### config.mk
export PLATFORM = sky130hd
export DESIGN_NAME = lru_key_value_cache
export DESIGN_NICKNAME = d
export VERILOG_FILES = /design/src/hw/rtl/lkvc_pkg.sv /design/src/hw/rtl/lkvc_cell.sv /design/src/hw/rtl/lru_key_value_cache.sv
export SDC_FILE = /design/constraint.sdc
export NUM_CORES = 2
export LEC_CHECK = 0
export ABC_AREA = 1
export BUFFER_PORTS_ARGS = -buffer_cell sky130_fd_sc_hd__buf_4
export CAP_MARGIN = 20
export CORE_MARGIN = 2
export CORE_UTILIZATION = 55
export DETAILED_ROUTE_END_ITERATION = 6
export GPL_TIMING_DRIVEN = 0
export PLACE_DENSITY_LB_ADDON = 0.1
export SLEW_MARGIN = 20
export SYNTH_ARGS = -nofsm -noshare
export SYNTH_HDL_FRONTEND = slang
export SYNTH_HIERARCHICAL = 1
export SYNTH_SLANG_ARGS = --single-unit
### constraint.sdc
create_clock -name clk -period 4.95 [get_ports clk]
set_input_delay 0 -clock clk [delete_from_list [all_inputs] [get_ports clk]]
set_output_delay 0 -clock clk [all_outputs]
set_load 0.1 [all_outputs]
### src/hw/rtl/lkvc_pkg.sv
// shared types and constants for the lru key-value cache
`timescale 1ns / 1ps

package lkvc_pkg;

    localparam int KEY_W   = 16;
    localparam int VALUE_W = 32;
    localparam int CAP_W   = 5;
    localparam int APB_AW  = 3;
    localparam int APB_DW  = 32;

    localparam logic [CAP_W-1:0] CAP_RESET = 5'd16;

    // register word index within the apb window
    localparam logic REG_CAPACITY = 1'b0;

    // command codes
    localparam logic CMD_GET = 1'b0;
    localparam logic CMD_PUT = 1'b1;

    typedef struct packed {
        logic               command;
        logic [KEY_W-1:0]   key;
        logic [VALUE_W-1:0] value;
    } req_t;

    typedef struct packed {
        logic               found;
        logic [VALUE_W-1:0] read_value;
        logic               evicted;
        logic [KEY_W-1:0]   evicted_key;
    } rsp_t;

    typedef struct packed {
        logic [KEY_W-1:0]   key;
        logic [VALUE_W-1:0] value;
    } entry_t;

    typedef struct packed {
        logic shift;
        logic load;
    } cell_ctl_t;

endpackage

### src/hw/rtl/lkvc_cell.sv
// one recency position of the lru chain: entry storage, key match and shift
`timescale 1ns / 1ps

module lkvc_cell (
    input  logic                           clk,
    input  logic                           rst_n,
    input  lkvc_pkg::cell_ctl_t            ctl,
    input  lkvc_pkg::entry_t               load_entry,
    input  lkvc_pkg::entry_t               nbr_entry,
    input  logic [lkvc_pkg::KEY_W-1:0]     lookup_key,
    input  logic                           hit_in,
    input  logic [lkvc_pkg::VALUE_W-1:0]   value_in,
    output lkvc_pkg::entry_t               entry,
    output logic                           hit_out,
    output logic [lkvc_pkg::VALUE_W-1:0]   value_out
);
    import lkvc_pkg::*;

    entry_t entry_reg;
    entry_t entry_next;
    logic   valid_reg;
    logic   valid_next;
    logic   hit_here;

    assign hit_here  = valid_reg && (entry_reg.key == lookup_key);
    assign hit_out   = hit_in | hit_here;
    assign value_out = value_in | (hit_here ? entry_reg.value : '0);
    assign entry     = entry_reg;

    always_comb
    begin
        entry_next = entry_reg;
        valid_next = valid_reg | ctl.load;
        priority if (ctl.load)
        begin
            entry_next = load_entry;
        end
        else if (ctl.shift)
        begin
            entry_next = nbr_entry;
        end
        else
        begin
            entry_next = entry_reg;
        end
    end

    always_ff @(posedge clk or negedge rst_n)
    begin
        if (!rst_n)
        begin
            valid_reg <= 1'b0;
        end
        else
        begin
            valid_reg <= valid_next;
        end
    end

    // payload, no reset
    always_ff @(posedge clk)
    begin
        entry_reg <= entry_next;
    end

endmodule

### src/hw/rtl/lru_key_value_cache.sv
// lru key-value cache top level: request decode, cell chain control, apb register, result stage
`timescale 1ns / 1ps
// a result beat is registered and appears in the cycle after its request beat is accepted
// throughput: one request per cycle while req_stall is low, set by the combinational match and shift of the cell chain
// a held result stalls the request side only while that result is itself stalled
// reset: all entries invalid, occupancy zero, capacity 16, no result pending
// stored keys and values are not cleared, so no clearing pass is needed

module lru_key_value_cache #(
    parameter int DEPTH = 16
) (
    input  logic                          clk,
    input  logic                          rst_n,
    input  logic                          req_valid,
    output logic                          req_stall,
    input  lkvc_pkg::req_t                req,
    output logic                          rsp_valid,
    input  logic                          rsp_stall,
    output lkvc_pkg::rsp_t                rsp,
    input  logic                          psel,
    input  logic                          penable,
    input  logic                          pwrite,
    input  logic [lkvc_pkg::APB_AW-1:0]   paddr,
    input  logic [lkvc_pkg::APB_DW-1:0]   pwdata,
    output logic [lkvc_pkg::APB_DW-1:0]   prdata,
    output logic                          pready
);
    import lkvc_pkg::*;

    localparam int IDX_W = (DEPTH > 1) ? $clog2(DEPTH) : 1;
    localparam int OCC_W = $clog2(DEPTH + 1);
    localparam int CMP_W = (OCC_W > CAP_W) ? OCC_W : CAP_W;
    localparam logic [CMP_W-1:0] DEPTH_C = CMP_W'(DEPTH);

    // capacity register and occupancy
    logic [CAP_W-1:0] capacity_reg;
    logic [CAP_W-1:0] capacity_next;
    logic [OCC_W-1:0] occ_reg;
    logic [OCC_W-1:0] occ_next;

    // result stage
    logic rsp_valid_reg;
    logic rsp_valid_next;
    rsp_t rsp_reg;
    rsp_t rsp_next;

    logic req_fire;
    logic cfg_write;

    // chain wiring: index 0 is the least recent position
    logic                  hit_chain   [0:DEPTH];
    logic [VALUE_W-1:0]    value_chain [0:DEPTH];
    entry_t                cell_entry  [0:DEPTH];
    cell_ctl_t             cell_ctl    [0:DEPTH-1];

    logic                  hit;
    logic                  is_put;
    logic                  full;
    logic                  do_evict;
    logic                  do_insert;
    logic                  do_load;
    logic [IDX_W-1:0]      tail_idx;
    logic [CMP_W-1:0]      cap_ext;
    logic [CMP_W-1:0]      eff_cap;
    entry_t                load_entry;

    // ---------------------------------------------------------------
    // apb register port, capacity only changes while the cache is empty
    // ---------------------------------------------------------------
    assign pready    = 1'b1;
    assign cfg_write = psel && penable && pwrite && (paddr[2] == REG_CAPACITY);
    assign prdata    = (paddr[2] == REG_CAPACITY) ? APB_DW'(capacity_reg) : '0;

    always_comb
    begin
        capacity_next = capacity_reg;
        if (cfg_write && (occ_reg == '0))
        begin
            capacity_next = pwdata[CAP_W-1:0];
        end
    end

    // ---------------------------------------------------------------
    // handshake: the result register frees up whenever its beat is taken
    // ---------------------------------------------------------------
    assign req_stall = rsp_valid_reg && rsp_stall;
    assign req_fire  = req_valid && !req_stall;
    assign rsp_valid = rsp_valid_reg;
    assign rsp       = rsp_reg;

    // ---------------------------------------------------------------
    // decode of one request against the chain
    // ---------------------------------------------------------------
    assign hit_chain[0]   = 1'b0;
    assign value_chain[0] = '0;
    assign cell_entry[DEPTH] = '0;

    assign hit    = hit_chain[DEPTH];
    assign is_put = (req.command == CMD_PUT);

    // zero capacity acts as one, anything above the chain length as the chain length
    assign cap_ext = CMP_W'(capacity_reg);
    always_comb
    begin
        priority if (cap_ext == '0)
        begin
            eff_cap = CMP_W'(1);
        end
        else if (cap_ext > DEPTH_C)
        begin
            eff_cap = DEPTH_C;
        end
        else
        begin
            eff_cap = cap_ext;
        end
    end

    assign full      = (CMP_W'(occ_reg) >= eff_cap) && (occ_reg != '0);
    assign do_evict  = req_fire && is_put && !hit && full;
    assign do_insert = req_fire && is_put && !hit && !full;
    assign do_load   = req_fire && (hit || is_put);

    // the entry lands at the most recent end: last used position, or the first free one
    always_comb
    begin
        if (hit || full)
        begin
            tail_idx = IDX_W'(occ_reg - OCC_W'(1));
        end
        else
        begin
            tail_idx = IDX_W'(occ_reg);
        end
    end

    always_comb
    begin
        load_entry.key   = req.key;
        load_entry.value = (is_put) ? req.value : value_chain[DEPTH];
    end

    // ---------------------------------------------------------------
    // cell chain: positions below the tail shift down on an eviction,
    // or from the hit position upward on a hit
    // ---------------------------------------------------------------
    genvar gi;
    generate
        for (gi = 0; gi < DEPTH; gi++)
        begin : g_cell
            always_comb
            begin
                cell_ctl[gi].load  = do_load && (tail_idx == IDX_W'(gi));
                cell_ctl[gi].shift = req_fire && (IDX_W'(gi) < tail_idx)
                                     && (do_evict || (hit && hit_chain[gi+1]));
            end

            lkvc_cell u_cell (
                .clk        (clk),
                .rst_n      (rst_n),
                .ctl        (cell_ctl[gi]),
                .load_entry (load_entry),
                .nbr_entry  (cell_entry[gi+1]),
                .lookup_key (req.key),
                .hit_in     (hit_chain[gi]),
                .value_in   (value_chain[gi]),
                .entry      (cell_entry[gi]),
                .hit_out    (hit_chain[gi+1]),
                .value_out  (value_chain[gi+1])
            );
        end
    endgenerate

    // ---------------------------------------------------------------
    // occupancy and result beat
    // ---------------------------------------------------------------
    always_comb
    begin
        occ_next = occ_reg;
        if (do_insert)
        begin
            occ_next = occ_reg + OCC_W'(1);
        end
    end

    always_comb
    begin
        rsp_valid_next = req_fire || (rsp_valid_reg && rsp_stall);
        rsp_next       = rsp_reg;
        if (req_fire)
        begin
            rsp_next.found       = hit;
            rsp_next.read_value  = (hit && !is_put) ? value_chain[DEPTH] : '0;
            rsp_next.evicted     = is_put && !hit && full;
            rsp_next.evicted_key = (is_put && !hit && full) ? cell_entry[0].key : '0;
        end
    end

    always_ff @(posedge clk or negedge rst_n)
    begin
        if (!rst_n)
        begin
            capacity_reg  <= CAP_RESET;
            occ_reg       <= '0;
            rsp_valid_reg <= 1'b0;
        end
        else
        begin
            capacity_reg  <= capacity_next;
            occ_reg       <= occ_next;
            rsp_valid_reg <= rsp_valid_next;
        end
    end

    // result payload, no reset
    always_ff @(posedge clk)
    begin
        rsp_reg <= rsp_next;
    end

endmodule
== Word-level counts from Yosys, hierarchy flattened ==
Cells that the tools add are included.
Storage, ports and cells
  register bits after elaboration: 845
  word-level logic and storage cells: 343
  bits of input ports: 91
Operators by class
  reductions and logical operators: 137
  bitwise operators: 47
  add/subtract/negate cells: 2
  muxes and demuxes: 53
  magnitude comparators: 18
  eq/ne operators: 31
Operator list (count)
  2-to-1 mux 48 bit: 32
  2-to-1 mux 32 bit: 17
  OR 32 bit: 15
  == test 16 bit: 16
  logical AND 1 bit: 94
  == test 4 bit (second input constant): 8
  < comparator 4 bit (first input constant): 8
  nonzero test 2 bit: 16
  OR 1 bit: 31
  logical OR 1 bit: 19
  == test 4 x 3 -> 1 bit (second input constant): 4
  < comparator 3 x 4 -> 1 bit (first input constant): 4
  2-to-1 mux 5 bit: 3
  zero test 5 bit: 2
  == test 4 x 2 -> 1 bit (second input constant): 2
  < comparator 1 x 4 -> 1 bit (first input constant): 2
  < comparator 2 x 4 -> 1 bit (first input constant): 2
  adder 5 x 1 -> 5 bit (second input constant): 1
  greater-or-equal comparator 5 bit: 1
  greater-than comparator 5 bit (second input constant): 1
  nonzero test 5 bit: 1
  == test 4 x 1 -> 1 bit (second input constant): 1
  zero test 1 bit: 4
  zero test 4 bit: 1
  3 further kinds: 3

== Depth between registers and ports, before layout ==
  depth in word-level cells: 24
  depth in mapped cells: 54
  depth with buffers taken out: 49

== Hierarchy ==
The synthesis kept the hierarchy.
By module, submodules not included
  lkvc_cell: cells each 381, times used 16, sequential area each 1466.4 um^2, area each 2889.0 um^2
  lru_key_value_cache: cells each 477, times used 1, sequential area each 1778.0 um^2, area each 3824.9 um^2

== Least setup slack after synthesis ==
OpenSTA, ideal clock, no wires.
  kind: flip-flop to flip-flop
  from: register g_cell[0].u_cell.entry_reg (netlist bit g_cell[0].u_cell/entry[45])
  to: register g_cell[5].u_cell.entry_reg (netlist bit g_cell[5].u_cell/entry[0]), enable pin
  period minus slack after synthesis: 4.944 ns
  library setup time: 0.384 ns
  stages on the path, launching flop included: 49
  arrival: 4.559 ns
  slack: 0.006 ns
  cells stage by stage: edfxtp_1 -> nand2_1 -> nand2_1 -> nand3b_1 -> nor2_4 -> buf_6 -> nand3_1 -> nand2_1 -> inv_1 -> nand2_1 -> inv_1 -> nand2_1 -> inv_1 -> nand2_1 -> inv_1 -> nand2_1 -> inv_1 -> nand2_1 -> [13 not listed] -> nand2_1 -> inv_1 -> nand2_1 -> inv_1 -> nand2_1 -> inv_1 -> nand2_1 -> buf_4 -> inv_2 -> buf_6 -> a21oi_2 -> inv_1 -> nor2_2 -> nand2_1 -> nor2_1 -> clkbuf_1 -> buf_2 -> or2_2
RTL lines
  start: declaration: line lkvc_cell.sv:19  | entry_t entry_reg;
  start signal: assignment: line lkvc_cell.sv:63  | entry_reg <= entry_next;
  end signal: assignment: line lkvc_cell.sv:63
  end: declaration: line lkvc_cell.sv:19

==> key figures <==
Routing
  • Drt total wl: approximately 140000 microns
  • Avg Vias per Cell: 4.97
  • Via count: roughly 42000
  • Antenna viol nets, final: 0
  • DRT Pass-1 Iters: 6
  • Initial DRC count: roughly 3200
  • # DRC: 0
  • Per-cell routed wire length: 16.3 microns

Synth
  • Yosys top cell area share: 0.491
  • Netlist Area Pre-Place: around 0.050 sq mm
  • Syn Area/Cell: approximately 7.6 sq um
  • Compound-Gate Fraction of Synth Area: 0.00712
  • Post-Synth XOR/XNOR Area: 0.0150
  • Cells after Synth: 6573
  • Synth unique cells: 38
  • Post-synthesis mux area share: 0
  • Post-Synth Simple-Gate Area: 0.360
  • #FFs+latches synth: 845
  • Seq/Total Area, Yosys: 0.504
  • Top cells by area, synth: edfxtp_1 49%, nand2_1 25%, inv_1 6.7%
  • Largest family of logic cells by synthesized area: simple AND/OR/NAND/NOR gates
  • Area leader, netlist: edfxtp_1
  • Post-Synth Adder-Cell Area: 0.00200
  • Yosys Warn Count: 6

Critical path
  • Critical-path maximum fanout: 16
  • Critical path depth: 44
  • Setup crit end: g_cell[6].u_cell/entry[15]
  • CP Launch Type: flip-flop
  • Worst r2r path cells: 44
  • Worst Path Arrival: just over 5 ns
  • Worst path max stage delay: 0.41 ns
  • Worst r2r dst: g_cell[6].u_cell/entry[15]
  • Worst Path Required: between 5 and 6 ns
  • Worst setup path start: g_cell[1].u_cell/entry[43]
  • Critical path type: flip-flop to flip-flop
  • Crit end category: flip-flop
  • Buf/Inv on CP: 21
  • Register-to-register setup slack: 0.10 ns
  • Worst R2R Start: g_cell[1].u_cell/entry[43]
  • Cell family contributing the most delay on the critical path: simple AND/OR/NAND/NOR gates
  • Slowest-stage cell, CP: edfxtp_1

Power
  • VDD IR max: 295 uV
  • Pwr Density: ~380 mW/mm^2
  • Total power: 0.0226 W
  • Leak pwr: just under 30 nW

Timing
  • Fin. Hold Viols: 0
  • WHS: ~0.21 ns
  • Final setup vio count: 0
  • Min cycle time layout: slightly below 5 ns
  • Clock Skew: between 0.02 and 0.025 ns
  • RSZ-0062 raised after global routing: yes
  • Slew Limit Headroom: 0.359
  • FMAX: approximately 210 MHz
  • Setup slack after layout: between 0.1 and 0.15 ns
  • Tightest Pin Transition: approximately 0.96 ns
  • Slew Limit Fails: 0
  • Final period utilization: 0.979

Placed design
  • # port buffers: between 100 and 150
  • DP Worst Slack: -2.12 ns
  • Hpwl dp: around 94000 microns
  • Cell count after placement: 8006
  • RePlAce Congestion: ~0.91

Clock network
  • Clk sink count: ~850
  • CTS max path bufs: 3
  • CTS buffer count: 94
  • Worst-path clk slew: roughly 0.060 ns
  • CTS tree: built
  • Root Buffer Master: clkbuf_16
  • Worst skew pair latency: 0.65 ns
  • # H-tree levels: 3

Finish
  • Largest register FFs: 768
  • Layout cells sized above 1: 0.142
  • Non-filler cells, final: 8439
  • ANT cells: 0
  • Commonest non-fill, non-tap cell in the layout: nand2_1
  • Area Overhead vs Synth: 19.4%
  • Final nets: between 7000 and 8000
  • Most frequent cells in the layout: 3310 x nand2_1, 859 x inv_1, 818 x edfxtp_1

Global route
  • Initial antenna violation count: 1
  • Largest net degree at the start of global routing: 59
  • Grt ovf: 0
  • Gr usage total: 0.290
  • Vias in the first global route: around 40000
  • First-pass GRT wire length: 211000 microns

Die
  • Initial Util: 0.555
  • DIE WIDTH: 306 microns
  • Rows: 110
  • Core Region: around 0.09 sq mm
  • Die area: slightly above 0.09 sq mm
  • Io pins: 176
  • Die H: ~310 microns

Hold path
  • Worst hold path type: primary input to flip-flop

Flow run
  • Max-Cap Viols: 0

Run status
  • Outcome: completed
==> tightest hold or removal path: stages <==
cell and delay (ns):
buf_4 0.07, nand2_1 0.05, inv_1 0.06, or2_2 0.10, dlygate4sd3_1 0.53
==> cells in the mapped netlist <==
library cell  count
buf_1             1
buf_6            50
nand2_1        3354
nor2_4           33
dfrtp_1          26
nand4_4           2
buf_2           114
edfxtp_1        818
or3_1             1
ha_1              8
conb_1            2
nand3_1          33
inv_2            20
buf_4            78
nor3_2            1
nand4_1         528
clkbuf_1        122
a21oi_2           1
clkinv_2          1
o21ai_1          17
a21boi_0          1
nand3_2           1
nand3b_1         16
nor2_2           18
or2_2            17
a21boi_1          2
nand2_2          11
o21ai_0          33
nor2_1          266
nand2_8           1
xor2_1            6
nand2_4           6
inv_1           887
clkinv_1          1
xnor2_1          80
a21oi_1          15
dfstp_2           1
nor3_1            1
==> worst min path at each step <==
stage / depth (start not counted) / from / slack, ns / end
after global routing: 5 / rsp_stall / 0.23 / rsp_valid
final: 5 / rsp_stall / 0.21 / rsp_valid
after detailed placement: 1 / rst_n / -0.01 / rsp_valid
after floorplan: 0 / rst_n / -0.30 / cap_ext[0]
after global placement: 1 / rst_n / -0.02 / rsp_valid
after CTS: 5 / rsp_stall / 0.17 / rsp_valid
==> cells by family (layout without fill, tap and decap cells) <==
| logic type | after synthesis | count (layout) |
|---|---|---|
| flip-flops | 845 | 845 |
| AO/OA/AOI/OAI | 69 | 69 |
| other | 2 | 110 |
| adder cells (fa/ha/maj) | 8 | 8 |
| XOR/XNOR | 86 | 86 |
| AND/OR/NAND/NOR | 4289 | 4395 |
| buffers and inverters | 1274 | 1750 |
==> power breakdown <==
part           total, W  internal [W]  switching [W]
registers       0.00985       0.00938       0.000469
clock network   0.00666       0.00386        0.00280
logic           0.00608       0.00195        0.00413
total            0.0226        0.0152        0.00740
==> routing by layer <==
| layer | wire [microns] | track usage | up-vias | share of wire |
|---|---|---|---|---|
| li1 | - | - | 21900 | - |
| met1 | 52700 | 0.324 | 18400 | 0.38 |
| met2 | 70100 | 0.538 | 1264 | 0.51 |
| met3 | 6750 | 0.0316 | 340 | 0.049 |
| met4 | 7940 | 0.158 | 0 | 0.058 |
| met5 | 0 | 0 | - | 0 |
==> repair_timing <==
action / CTS / global route
hold buffers: 70 / 0
resized for setup: 328 / 203
pin swaps: 81 / 54
setup buffers: 53 / 38
endpoints found under the setup margin: 1568 / 1591
endpoints found under the hold margin: 573 / 0
cloned: 102 / 9
==> stage by stage <==
stage | setup TNS (ns) | util | instance area (sq um)
global placement | -2303.22 | 0.586 | 52800
detailed placement | -2326.06 | 0.591 | 53300
global route | -27.45 | 0.663 | 59800
floorplan | 0 | - | 50500
CTS | -0.837 | 0.654 | 59000
finish | 0 | 0.663 | 59800
==> cell type report <==
class                           instances  area [sq um]
Buffer                                354          2650
Clock buffer                          123          2550
Clock inverter                         49           344
Fill cell                            7370         30400
Inverter                              909          3440
Multi-Input combinational cell       4668         21200
Sequential cell                       845         25200
Tap cell                             1176          1470
Timing Repair Buffer                  315          2900
(Power assumes the default switching activity.)
